$ cat src/hw/rtl/atan2pa_pkg.sv
// shared constants and types for the atan2 polynomial approximator
package atan2pa_pkg;

    // default geometry
    localparam int INPUT_WIDTH_DEF     = 16;
    localparam int ANGLE_FRAC_BITS_DEF = 13;

    // ratio a is unsigned Q1.15 in [0, 1.0]
    localparam int Q_FRAC  = 15;
    localparam int A_WIDTH = Q_FRAC + 1;

    // polynomial coefficients, Q1.15 magnitudes
    localparam logic [13:0] COEF_C1     = 14'd10736;
    localparam logic [12:0] COEF_C2     = 13'd5220;
    localparam logic [10:0] COEF_C3_MAG = 11'd1524;

    // pi in Q29
    localparam logic [63:0] PI_Q29 = 64'd1686629713;

    // octant and quadrant fold flags, carried alongside the data
    typedef struct packed {
        logic swap;   // |y| > |x|
        logic x_neg;
        logic y_neg;
        logic zero;   // both inputs zero
    } t_fold;

endpackage

$ cat src/hw/rtl/atan2_polynomial_approximator.sv
// top level: pipelined four-quadrant atan2 by ratio division and odd polynomial
//
// usage
//   input channel: drive i_y_value / i_x_value and raise start; a transaction
//   is taken at each rising edge with start high and busy low. busy is held
//   low, so a new coordinate pair may be presented on every cycle.
//   result channel: o_angle (signed, ANGLE_FRAC_BITS fraction bits, -pi..pi)
//   is shown for exactly one cycle with o_valid high. there is no back
//   pressure; the receiver must take every result in the cycle it appears.
//   pipeline: each input passes through 1 input stage, A_WIDTH+1 divider
//   stages, 6 polynomial stages and 2 fold stages before o_valid rises;
//   the depth is independent of INPUT_WIDTH.
//   throughput: one transaction per cycle, set by the fully pipelined
//   divider (one quotient bit per stage) and one multiplier per stage.
//   reset: synchronous, active low; it clears every valid bit so all items
//   in flight are dropped and no strobe follows. data registers are not
//   reset. both inputs zero yields an angle of zero.
module atan2_polynomial_approximator #(
    parameter int INPUT_WIDTH     = atan2pa_pkg::INPUT_WIDTH_DEF,
    parameter int ANGLE_FRAC_BITS = atan2pa_pkg::ANGLE_FRAC_BITS_DEF
) (
    input  logic                              i_clk,
    input  logic                              i_rst_n,
    input  logic                              start,
    output logic                              busy,
    input  logic signed [INPUT_WIDTH-1:0]     i_y_value,
    input  logic signed [INPUT_WIDTH-1:0]     i_x_value,
    output logic                              o_valid,
    output logic signed [ANGLE_FRAC_BITS+2:0] o_angle
);
    import atan2pa_pkg::*;

    localparam int AW      = ANGLE_FRAC_BITS + 3;
    localparam int LATENCY = 1 + (A_WIDTH + 1) + 8;

    // pi and pi/2 rounded from the Q29 value
    localparam logic [63:0] PI_F64 = (ANGLE_FRAC_BITS >= 29) ? PI_Q29 :
        ((PI_Q29 + (64'd1 << (28 - ANGLE_FRAC_BITS))) >> (29 - ANGLE_FRAC_BITS));
    localparam logic [63:0] HALF_PI_F64 =
        (PI_Q29 + (64'd1 << (29 - ANGLE_FRAC_BITS))) >> (30 - ANGLE_FRAC_BITS);
    localparam logic signed [AW-1:0] PI_F      = AW'(PI_F64);
    localparam logic signed [AW-1:0] HALF_PI_F = AW'(HALF_PI_F64);

    // the pipeline never stalls
    assign busy = 1'b0;

    // ---------------------------------------------------------------
    // input stage: magnitudes, min/max and fold flags
    // ---------------------------------------------------------------
    logic [INPUT_WIDTH-1:0] n_ay;
    logic [INPUT_WIDTH-1:0] n_ax;
    logic                   n_swap;
    t_fold                  n_fold;

    assign n_ay   = i_y_value[INPUT_WIDTH-1] ? INPUT_WIDTH'(-i_y_value)
                                             : INPUT_WIDTH'(i_y_value);
    assign n_ax   = i_x_value[INPUT_WIDTH-1] ? INPUT_WIDTH'(-i_x_value)
                                             : INPUT_WIDTH'(i_x_value);
    assign n_swap = n_ay > n_ax;

    always_comb begin
        n_fold.swap  = n_swap;
        n_fold.x_neg = i_x_value[INPUT_WIDTH-1];
        n_fold.y_neg = i_y_value[INPUT_WIDTH-1];
        n_fold.zero  = (n_ay == '0) && (n_ax == '0);
    end

    logic                   r_in_vld;
    logic [INPUT_WIDTH-1:0] r_in_lo;
    logic [INPUT_WIDTH-1:0] r_in_hi;
    t_fold                  r_in_fold;

    always_ff @(posedge i_clk) begin
        if (!i_rst_n) begin
            r_in_vld <= 1'b0;
        end else begin
            r_in_vld <= start && !busy;
        end
        r_in_lo   <= n_swap ? n_ax : n_ay;
        r_in_hi   <= n_swap ? n_ay : n_ax;
        r_in_fold <= n_fold;
    end

    // ---------------------------------------------------------------
    // ratio a = round(lo / hi) in Q1.15
    // ---------------------------------------------------------------
    logic               w_div_vld;
    logic [A_WIDTH-1:0] w_div_a;
    t_fold              w_div_fold;

    atan2pa_div #(
        .DEN_WIDTH (INPUT_WIDTH),
        .QUO_WIDTH (A_WIDTH)
    ) u_div (
        .i_clk   (i_clk),
        .i_rst_n (i_rst_n),
        .i_valid (r_in_vld),
        .i_lo    (r_in_lo),
        .i_den   (r_in_hi),
        .i_fold  (r_in_fold),
        .o_valid (w_div_vld),
        .o_quo   (w_div_a),
        .o_fold  (w_div_fold)
    );

    // ---------------------------------------------------------------
    // polynomial, one multiplier per stage; every product rounds half up
    // (all terms are kept as non-negative magnitudes)
    // ---------------------------------------------------------------
    logic               r_pv [1:8];
    t_fold              r_pf [1:8];
    logic [A_WIDTH-1:0] r_pa [1:5];

    logic [31:0] r_p1;   // a*a
    logic [15:0] r_s2;   // s
    logic [26:0] r_p2;   // c3*s
    logic [15:0] r_s3;
    logic [28:0] r_p3;   // t1*s
    logic [29:0] r_p4;   // t2*s magnitude
    logic [30:0] r_p5;   // t3*a magnitude
    logic [AW-1:0] r_r6; // rescaled r

    logic [31:0] n_s2_sum;
    logic [15:0] n_s2;
    logic [26:0] n_m3_sum;
    logic [12:0] n_t1;
    logic [28:0] n_m4_sum;
    logic [13:0] n_t2;
    logic [29:0] n_m5_sum;
    logic [14:0] n_t3;
    logic [30:0] n_m6_sum;
    logic [15:0] n_r6;
    logic [AW-1:0] n_r6_scaled;

    assign n_s2_sum = r_p1 + 32'd16384;
    assign n_s2     = n_s2_sum[30:15];
    assign n_m3_sum = r_p2 + 27'd16384;
    assign n_t1     = COEF_C2 - {1'b0, n_m3_sum[26:15]};
    assign n_m4_sum = r_p3 + 29'd16384;
    assign n_t2     = COEF_C1 - n_m4_sum[28:15];
    assign n_m5_sum = r_p4 + 30'd16384;
    assign n_t3     = n_m5_sum[29:15];
    assign n_m6_sum = r_p5 + 31'd16384;
    assign n_r6     = r_pa[5] - n_m6_sum[30:15];

    // rescale from Q15 to the angle format
    if (ANGLE_FRAC_BITS >= Q_FRAC) begin : g_up
        assign n_r6_scaled = AW'(n_r6) << (ANGLE_FRAC_BITS - Q_FRAC);
    end else begin : g_dn
        localparam int DN = Q_FRAC - ANGLE_FRAC_BITS;
        logic [16:0] n_rnd;
        assign n_rnd       = {1'b0, n_r6} + 17'(1 << (DN - 1));
        assign n_r6_scaled = AW'(n_rnd >> DN);
    end

    always_ff @(posedge i_clk) begin
        if (!i_rst_n) begin
            r_pv[1] <= 1'b0;
        end else begin
            r_pv[1] <= w_div_vld;
        end
        r_pf[1] <= w_div_fold;
        r_pa[1] <= w_div_a;
        r_p1    <= 32'(w_div_a) * 32'(w_div_a);
    end

    for (genvar k = 2; k <= 8; k++) begin : g_pipe
        always_ff @(posedge i_clk) begin
            if (!i_rst_n) begin
                r_pv[k] <= 1'b0;
            end else begin
                r_pv[k] <= r_pv[k-1];
            end
            r_pf[k] <= r_pf[k-1];
        end
    end

    for (genvar k = 2; k <= 5; k++) begin : g_apipe
        always_ff @(posedge i_clk) begin
            r_pa[k] <= r_pa[k-1];
        end
    end

    always_ff @(posedge i_clk) begin
        r_s2 <= n_s2;
        r_p2 <= 27'(n_s2) * 27'(COEF_C3_MAG);
        r_s3 <= r_s2;
        r_p3 <= 29'(n_t1) * 29'(r_s2);
        r_p4 <= 30'(n_t2) * 30'(r_s3);
        r_p5 <= 31'(n_t3) * 31'(r_pa[4]);
        r_r6 <= n_r6_scaled;
    end

    // ---------------------------------------------------------------
    // fold into octant and quadrant
    // ---------------------------------------------------------------
    logic signed [AW-1:0] n_oct;
    logic signed [AW-1:0] n_quad;
    logic signed [AW-1:0] r_f7;
    logic signed [AW-1:0] r_out;

    assign n_oct  = r_pf[6].swap ? (HALF_PI_F - $signed(r_r6)) : $signed(r_r6);
    assign n_quad = r_pf[6].x_neg ? (PI_F - n_oct) : n_oct;

    always_ff @(posedge i_clk) begin
        r_f7 <= n_quad;
        if (r_pf[7].zero) begin
            r_out <= '0;
        end else if (r_pf[7].y_neg) begin
            r_out <= -r_f7;
        end else begin
            r_out <= r_f7;
        end
    end

    assign o_valid = r_pv[8];
    assign o_angle = r_out;

`ifndef SYNTHESIS
    // every accepted transaction yields exactly one strobe after the latency
    a_lat_fwd : assert property (@(posedge i_clk) disable iff (!i_rst_n)
        (start && !busy) |-> ##(LATENCY) o_valid)
        else $error("accepted transaction gave no result");

    a_lat_bwd : assert property (@(posedge i_clk) disable iff (!i_rst_n)
        o_valid |-> $past(start && !busy, LATENCY))
        else $error("result strobe without an accepted transaction");

    // origin maps to zero angle
    a_zero : assert property (@(posedge i_clk) disable iff (!i_rst_n)
        (start && !busy && (i_y_value == '0) && (i_x_value == '0))
            |-> ##(LATENCY) (o_angle == '0))
        else $error("zero input gave nonzero angle");

    // angle stays within -pi..pi
    a_range : assert property (@(posedge i_clk) disable iff (!i_rst_n)
        o_valid |-> ((o_angle <= PI_F) && (o_angle >= -PI_F)))
        else $error("angle out of range");
`endif

endmodule

$ cat src/hw/rtl/atan2pa_div.sv
// pipelined restoring divider, one quotient bit per stage, rounded ratio lo/hi
module atan2pa_div #(
    parameter int DEN_WIDTH = atan2pa_pkg::INPUT_WIDTH_DEF,
    parameter int QUO_WIDTH = atan2pa_pkg::A_WIDTH
) (
    input  logic                  i_clk,
    input  logic                  i_rst_n,
    input  logic                  i_valid,
    input  logic [DEN_WIDTH-1:0]  i_lo,
    input  logic [DEN_WIDTH-1:0]  i_den,
    input  atan2pa_pkg::t_fold    i_fold,
    output logic                  o_valid,
    output logic [QUO_WIDTH-1:0]  o_quo,
    output atan2pa_pkg::t_fold    o_fold
);
    import atan2pa_pkg::*;

    localparam int NUM_WIDTH = DEN_WIDTH + QUO_WIDTH;

    logic                 r_vld  [0:QUO_WIDTH];
    logic [DEN_WIDTH-1:0] r_rem  [0:QUO_WIDTH];
    logic [QUO_WIDTH-1:0] r_nlo  [0:QUO_WIDTH];
    logic [DEN_WIDTH-1:0] r_den  [0:QUO_WIDTH];
    logic [QUO_WIDTH-1:0] r_quo  [0:QUO_WIDTH];
    t_fold                r_fold [0:QUO_WIDTH];

    // numerator lo * 2^(QUO_WIDTH-1) + hi/2 gives round to nearest
    logic [NUM_WIDTH-1:0] n_num;
    assign n_num = {1'b0, i_lo, {(QUO_WIDTH-1){1'b0}}} + NUM_WIDTH'(i_den >> 1);

    always_ff @(posedge i_clk) begin
        if (!i_rst_n) begin
            r_vld[0] <= 1'b0;
        end else begin
            r_vld[0] <= i_valid;
        end
        r_rem[0]  <= n_num[NUM_WIDTH-1:QUO_WIDTH];
        r_nlo[0]  <= n_num[QUO_WIDTH-1:0];
        r_den[0]  <= i_den;
        r_quo[0]  <= '0;
        r_fold[0] <= i_fold;
    end

    for (genvar k = 1; k <= QUO_WIDTH; k++) begin : g_stage
        logic [DEN_WIDTH:0]   n_shift;
        logic [DEN_WIDTH:0]   n_diff;
        logic                 n_bit;
        logic [DEN_WIDTH-1:0] n_rem;

        assign n_shift = {r_rem[k-1], r_nlo[k-1][QUO_WIDTH-1]};
        assign n_diff  = n_shift - {1'b0, r_den[k-1]};
        assign n_bit   = ~n_diff[DEN_WIDTH];
        assign n_rem   = n_bit ? n_diff[DEN_WIDTH-1:0] : n_shift[DEN_WIDTH-1:0];

        always_ff @(posedge i_clk) begin
            if (!i_rst_n) begin
                r_vld[k] <= 1'b0;
            end else begin
                r_vld[k] <= r_vld[k-1];
            end
            r_rem[k]  <= n_rem;
            r_nlo[k]  <= {r_nlo[k-1][QUO_WIDTH-2:0], 1'b0};
            r_den[k]  <= r_den[k-1];
            r_quo[k]  <= {r_quo[k-1][QUO_WIDTH-2:0], n_bit};
            r_fold[k] <= r_fold[k-1];
        end
    end

    assign o_valid = r_vld[QUO_WIDTH];
    assign o_quo   = r_quo[QUO_WIDTH];
    assign o_fold  = r_fold[QUO_WIDTH];

endmodule

$ cat config.mk
export PLATFORM = sky130hd
export DESIGN_NAME = atan2_polynomial_approximator
export DESIGN_NICKNAME = d
export VERILOG_FILES = /design/src/hw/rtl/atan2pa_pkg.sv /design/src/hw/rtl/atan2_polynomial_approximator.sv /design/src/hw/rtl/atan2pa_div.sv
export SDC_FILE = /design/constraint.sdc
export NUM_CORES = 2
export LEC_CHECK = 0
export BUFFER_PORTS_ARGS = -buffer_cell sky130_fd_sc_hd__buf_2
export CAP_MARGIN = 40
export CORE_MARGIN = 4
export CORE_UTILIZATION = 35
export DETAILED_ROUTE_END_ITERATION = 7
export GPL_ROUTABILITY_DRIVEN = 0
export MAX_ROUTING_LAYER = met4
export PLACE_DENSITY_LB_ADDON = 0.12
export SYNTH_ARGS = -nofsm -noshare
export SYNTH_HDL_FRONTEND = slang
export SYNTH_SLANG_ARGS = --single-unit
$ cat constraint.sdc
create_clock -name i_clk -period 8.3 [get_ports i_clk]
set_input_delay 0.83 -clock i_clk [delete_from_list [all_inputs] [get_ports i_clk]]
set_output_delay 0.83 -clock i_clk [all_outputs]
set_load 0.01 [all_outputs]
Word level (Yosys, flattened, before mapping)

Memories as Yosys holds them, arrays and structs flattened.
Index checks and enable logic that the tools add are counted.

Bits in registers: 262
Memory bits (writable): 1293
Input bits: 35
Output and inout port bits: 18
Logic and storage cells: 157
Memories kept: 9

$add $sub $neg: 31
Multipliers: 5
$lt $le $gt $ge: 1
Multiplexer cells: 50
Bitwise operators: 41
Reductions and logical operators: 3

Memories:

| memory          | words | width | rd ports | clocked after Yosys merged registers in | write ports | RTL line                             | source |
|---|---|---|---|---|---|---|---|
| u_div.r_den     | 17    | 16    | 16       | 0                                       | 17          | atan2pa_div.sv:23                    | `logic [DEN_WIDTH-1:0] r_den [0:QUO_WIDTH];` |
| u_div.r_nlo     | 17    | 16    | 16       | 0                                       | 17          | atan2pa_div.sv:22                    | `logic [QUO_WIDTH-1:0] r_nlo [0:QUO_WIDTH];` |
| u_div.r_quo     | 17    | 16    | 17       | 0                                       | 17          | atan2pa_div.sv:24                    | `logic [QUO_WIDTH-1:0] r_quo [0:QUO_WIDTH];` |
| u_div.r_rem     | 17    | 16    | 16       | 0                                       | 17          | atan2pa_div.sv:21                    | `logic [DEN_WIDTH-1:0] r_rem [0:QUO_WIDTH];` |
| r_pa            | 5     | 16    | 5        | 0                                       | 5           | atan2_polynomial_approximator.sv:112 | `logic [A_WIDTH-1:0] r_pa [1:5];` |
| u_div.r_fold    | 17    | 4     | 17       | 0                                       | 17          | atan2pa_div.sv:25                    | `t_fold r_fold [0:QUO_WIDTH];` |
| 3 more memories | n/a   | n/a   | n/a      | n/a                                     | n/a         | n/a                                  |  |

Operators with widths:

| kind                     | count |
|---|---|
| $mux W16                 | 23 |
| $sub A17 B16 Y17         | 16 |
| $add A31 B15 Y31 const B | 2 |
| $neg A16 Y16             | 3 |
| $add A31 B15 Y32         | 1 |
| $logic_not A16 Y1        | 2 |
| $mul A15 B16 Y31         | 1 |
| $mul A16 B16 Y31         | 1 |
| $add A30 B15 Y30 const B | 1 |
| $mul A14 B16 Y30         | 1 |
| $add A29 B15 Y29 const B | 1 |
| $mul A13 B16 Y29         | 1 |
| $add A27 B15 Y27 const B | 1 |
| $mux W1                  | 27 |
| $mul A16 B9 Y25 const B  | 1 |
| $or A1 B1 Y1             | 25 |
| $add A16 B2 Y17 const B  | 1 |
| $gt A16 B16 Y1           | 1 |
| $not A1 Y1               | 16 |
| $sub A14 B15 Y16 const A | 1 |
| $sub A16 B16 Y16         | 1 |
| $sub A16 B16 Y16 const A | 1 |
| $sub A14 B14 Y14 const A | 1 |
| $sub A13 B12 Y13 const A | 1 |
| $logic_and A1 B1 Y1      | 1 |

Depth between registers and ports, before layout

Depth in word-level cells: 4
Mapped depth: 33
Depth with buffers taken out: 31

Cells and area by module

Synthesis repeated with hierarchy kept, for this count alone.

Cells, all modules: 7276
Area total of the unflattened synthesis: 71586.2 µm²

Modules (own cells, without submodules):

| module                        | times used | cells an instance | area each (µm²) | seq. area each (µm²) |
|---|---|---|---|---|
| atan2_polynomial_approximator | 1          | 4390              | 41328.4         | 6165.9 |
| atan2pa_div                   | 1          | 2886              | 30257.8         | 14674.1 |

Worst setup path after synthesis

OpenSTA, ideal clock, no wires.

Kind: register -> register
Start point: register r_p3[14]
End point: register r_p4[28]
Arrival: 7.651 ns
Data required time: 8.177 ns
Setup slack: 0.526 ns
Cell stages (with the launch flop): 29
Clock period less this slack: 7.774 ns
Cell sequence: dfxtp_1 -> ha_1 -> clkbuf_1 -> clkbuf_1 -> inv_1 -> ha_1 -> xnor2_1 -> xnor2_1 -> clkbuf_1 -> nand2_1 -> fa_1 -> inv_1 -> fa_1 -> fa_1 -> inv_1 -> fa_1 -> fa_1 -> inv_1 -> fa_1 -> ha_1 -> o21ai_0 -> o21ai_0 -> or4_1 -> a311o_1 -> a221oi_2 -> o21ai_2 -> o41ai_4 -> o21bai_1 -> xor2_1

Word-level cells in the longest chain between the ends: 3

RTL lines:

| item                     | RTL line                             | source |
|---|---|---|
| start: declaration       | atan2_polynomial_approximator.sv:118 | `logic [28:0] r_p3;` |
| start signal: assignment | atan2_polynomial_approximator.sv:188 | `r_p3 <= 29'(n_t1) * 29'(r_s2);` |
| $add A29 B15 Y29         | atan2_polynomial_approximator.sv:139 | `assign n_m4_sum = r_p3 + 29'd16384;` |
| $sub A14 B14 Y14         | atan2_polynomial_approximator.sv:140 | `assign n_t2 = COEF_C1 - n_m4_sum[28:15];` |
| $mul A14 B16 Y30         | atan2_polynomial_approximator.sv:189 | `r_p4 <= 30'(n_t2) * 30'(r_s3);` |
| end signal: assignment   | atan2_polynomial_approximator.sv:189 |  |
| end: declaration         | atan2_polynomial_approximator.sv:119 | `logic [29:0] r_p4;` |

No other way between the ends.
A chain may end at the register's enable or synchronous reset.

Final worst setup path

Start point: register r_p2[14]
End point: register r_p3[28]

Word-level cells in the longest chain between the ends: 3

RTL lines:

| item                     | RTL line                             | source |
|---|---|---|
| start: declaration       | atan2_polynomial_approximator.sv:116 | `logic [26:0] r_p2;` |
| start signal: assignment | atan2_polynomial_approximator.sv:186 | `r_p2 <= 27'(n_s2) * 27'(COEF_C3_MAG);` |
| $add A27 B15 Y27         | atan2_polynomial_approximator.sv:137 | `assign n_m3_sum = r_p2 + 27'd16384;` |
| $sub A13 B12 Y13         | atan2_polynomial_approximator.sv:138 | `assign n_t1 = COEF_C2 - {1'b0, n_m3_sum[26:15]};` |
| $mul A13 B16 Y29         | atan2_polynomial_approximator.sv:188 |  |

No other way between the ends.

==> summary.md <==
| Metric | Value |
|---|---|
| Minimum clock period | 7.80 ns |
| Die Height | 455 µm |
| Post-route clock period utilization | 0.940 |
| Initial antenna violation count | 8 |
| Fill cell count | 19465 |
| Setup-failing EPs final | 0 |
| Non-filler instance count after layout | 9900 |
| Number of synthesized flops with an enable pin | 0 |
| Startpoint types | register |
| Main synth FF type | dfxtp_1 |
| H-Tree Depth | 3 |
| Synthesized area per cell | 9.95 µm² |
| Growth of design area from synthesis to finish | 11.8% |
| PortBufs | 51 |
| Final-stage net count | 8635 |
| Flops & latches, synth | 1041 |
| DRC | 0 |
| Max-slew violation count | 0 |
| Die W | 455 µm |
| Detailed-route wire length per cell | 15.4 µm |
| Root Driver | clkbuf_16 |
| Critical path arrival | 8.40 ns |
| DR iter-0 viols | 1589 |
| Synth warn | 0 |
| Die footprint | 207000 µm² |
| Io pins | 53 |
| Reg2Reg Depth | 32 |
| HP Class | reg -> reg |
| Worst-skew pair later-pin latency | 0.76 ns |
| Total nets after synthesis | 8506 |
| CP Class | reg -> reg |
| Post-synth ARST share | 0 |
| Setup WS pre-CTS | 0.257 ns |
| Max-cap violation count | 0 |
| Hold_buf cts | 0 |
| Pre-antenna DRT Iters | 5 |
| # clock sinks | 1041 |
| Crit path max-delay cell type | or4_4 |
| Global-route wire length before repair | 255000 µm |
| Worst EP required | 8.90 ns |
| Via count | 45642 |
| Post-DRT Antenna Nets | 0 |
| Seq/Total Area, Yosys | 0.298 |
| Overall Global Routing Usage | 0.156 |
| Worst-Margin Slew | 1.10 ns |
| Num rows | 163 |
| Share of cells above drive strength 1 | 0.0893 |
| CTS Buffer Depth | 3 |
| Slew HR | 0.267 |
| Most frequent cells in the layout | inv_1, dfxtp_1, fa_1 |
| Hold Slack | 0.264 ns |
| Cell mode on critical path | fa_1 |
| Largest net degree at the start of global routing | 34 |
| Dpl cells | 9679 |
| Fmax | 0.128 GHz |
| Clock slew at reported path FFs | 0.06 ns |
| Vias in the first global route | 49185 |
| Initial core utilization | 0.353 |
| Hold Path Depth | 0 |
| Routed WL | 153000 µm |
| Commonest non-fill, non-tap cell in the layout | inv_1 |
| Placed wire-length estimate | 122000 µm |
| Post-layout worst setup margin | 0.498 ns |
| Fin Clk Skew | 0.0775 ns |
| CTS buffer count | 116 |
| Status | finished clean |
| Synthesized cell area | 70000 µm² |
| Critical-path maximum fanout | 8 |
| Grt total ovfl | 0 |
| Slowest cell delay on critical path | 0.58 ns |
| Vias per inst | 4.61 |
| Post-Synthesis Cells | 7029 |
| Core area | 198000 µm² |
| Synth unique cells | 91 |
| Finished Core Util | 0.395 |
| CTS tree | yes |
| CP Capture Type | register |
| Fin. Hold Viols | 0 |
[Yosys cell counts (all sizes together) (4+ instances only)]
| cell type | instances | area share |
|---|---|---|
| a2111oi | 5 | 0.00063 |
| a211oi | 20 | 0.0021 |
| a21boi | 19 | 0.0020 |
| a21o | 52 | 0.0056 |
| a21oi | 190 | 0.014 |
| a221oi | 10 | 0.0016 |
| a31o | 17 | 0.0021 |
| a31oi | 24 | 0.0021 |
| a41o | 5 | 0.00072 |
| a41oi | 9 | 0.0011 |
| and2 | 270 | 0.024 |
| and3 | 45 | 0.0040 |
| and4 | 4 | 0.00054 |
| buf | 24 | 0.0020 |
| clkbuf | 125 | 0.0067 |
| dfxtp | 1041 | 0.30 |
| fa | 742 | 0.21 |
| ha | 700 | 0.13 |
| inv | 1214 | 0.065 |
| mux2 | 199 | 0.032 |
| mux2i | 80 | 0.011 |
| nand2 | 629 | 0.034 |
| nand2b | 61 | 0.0055 |
| nand3 | 92 | 0.0067 |
| nand3b | 16 | 0.0017 |
| nand4 | 26 | 0.0023 |
| nor2 | 270 | 0.014 |
| nor2b | 144 | 0.013 |
| nor3 | 69 | 0.0049 |
| nor4 | 8 | 0.00072 |
| o2111ai | 14 | 0.0018 |
| o211ai | 18 | 0.0019 |
| o21a | 51 | 0.0055 |
| o21ai | 164 | 0.012 |
| o21ba | 5 | 0.00072 |
| o21bai | 17 | 0.0018 |
| o311ai | 10 | 0.0013 |
| o31a | 22 | 0.0028 |
| o31ai | 35 | 0.0038 |
| o41ai | 26 | 0.0035 |
| or2 | 17 | 0.0015 |
| or3 | 20 | 0.0019 |
| or4 | 9 | 0.0010 |
| xnor2 | 312 | 0.039 |
| xor2 | 156 | 0.020 |
[path summary, 6_finish.rpt]
kind	startpoint	endpoint	slack (ns)
worst min-delay path	u_div.r_fold[0][44]$_DFF_P_	u_div.r_fold[0][48]$_DFF_P_	0.26
worst max-delay path	r_p2[14]$_DFF_P_	r_p3[28]$_DFF_P_	0.50
worst min register to register	u_div.r_fold[0][44]$_DFF_P_	u_div.r_fold[0][48]$_DFF_P_	0.26
worst max register to register	r_p2[14]$_DFF_P_	r_p3[28]$_DFF_P_	0.50
[cells by family (layout without fill, tap and decap cells)]
logic type	Yosys count	in the layout	share of synthesized area
buffers and inverters	1363	1592	0.0738
adders and majority gates	1442	1442	0.337
muxes	279	279	0.0435
AOI/OAI and AO/OA	743	743	0.0707
xor gates and xnor gates	468	468	0.0590
DFF	1041	1041	0.298
other	1	3	0.0000536
and+or+nand+nor	1692	1692	0.118
[routing by layer]
metal | global-route usage | vias up | wire [µm]
met2 | 0.279 | 470 | 78600
met4 | 0.0392 | 0 | 3830
met3 | 0.0197 | 236 | 3960
li1 | - | 22670 | -
met5 | - | - | 0
met1 | 0.185 | 22266 | 66600
[registers in the layout, indices dropped and copies added, names as in the netlist]
register and count:
u_div.r_fold 68, r_pf 26, u_div.r_den 256, r_in_vld 1, r_in_lo 16, r_p2 13
u_div.r_vld 17, r_in_hi 16, o_angle 16, u_div.r_quo 136, r_f7 16, r_s3 16
r_pa 79, r_pv 8, r_in_fold 4, r_r6 15, u_div.r_rem 255, r_p4 16
r_p5 17, r_p3 15, r_p1 18, r_s2 16, u_div.r_nlo 1
[final cells by class]
type                       instances  area [µm²]  share of cell area
multi-input combinational       4625       44200               0.565
sequential                      1041       20800               0.266
inverter                        1214        4560              0.0583
tap                             2640        3300              0.0422
clock buffer                     150        3250              0.0416
timing repair buffer             160        1140              0.0146
clock inverter                    68         961              0.0123
antenna                            2        5.00           0.0000640
[worst max-delay path: cells and delay by family (launching register included)]
kind / cells / cell delay, ns
buf+inv: 6 / 0.72
fa+ha+maj: 8 / 3.17
xor+xnor: 2 / 0.26
simple gates: 5 / 1.03
compound gates: 11 / 2.22
flops: 1 / 0.32
[what timing repair did]
item	in CTS	in global routing
buffers inserted	0	0
setup endpoints to repair	0	9
resized for setup	0	16
[stage by stage]
| step | TNS [ns] | cell area, µm² |
|---|---|---|
| floorplan | 0 | 70000 |
| global placement | 0 | 73700 |
| detailed placement | 0 | 73900 |
| CTS | 0 | 78100 |
| global route | -0.0244 | 78200 |
| finish | 0 | 78200 |
Power is not shown: default switching activity piles up to over one toggle a cycle in this logic, so the estimate is an artifact.
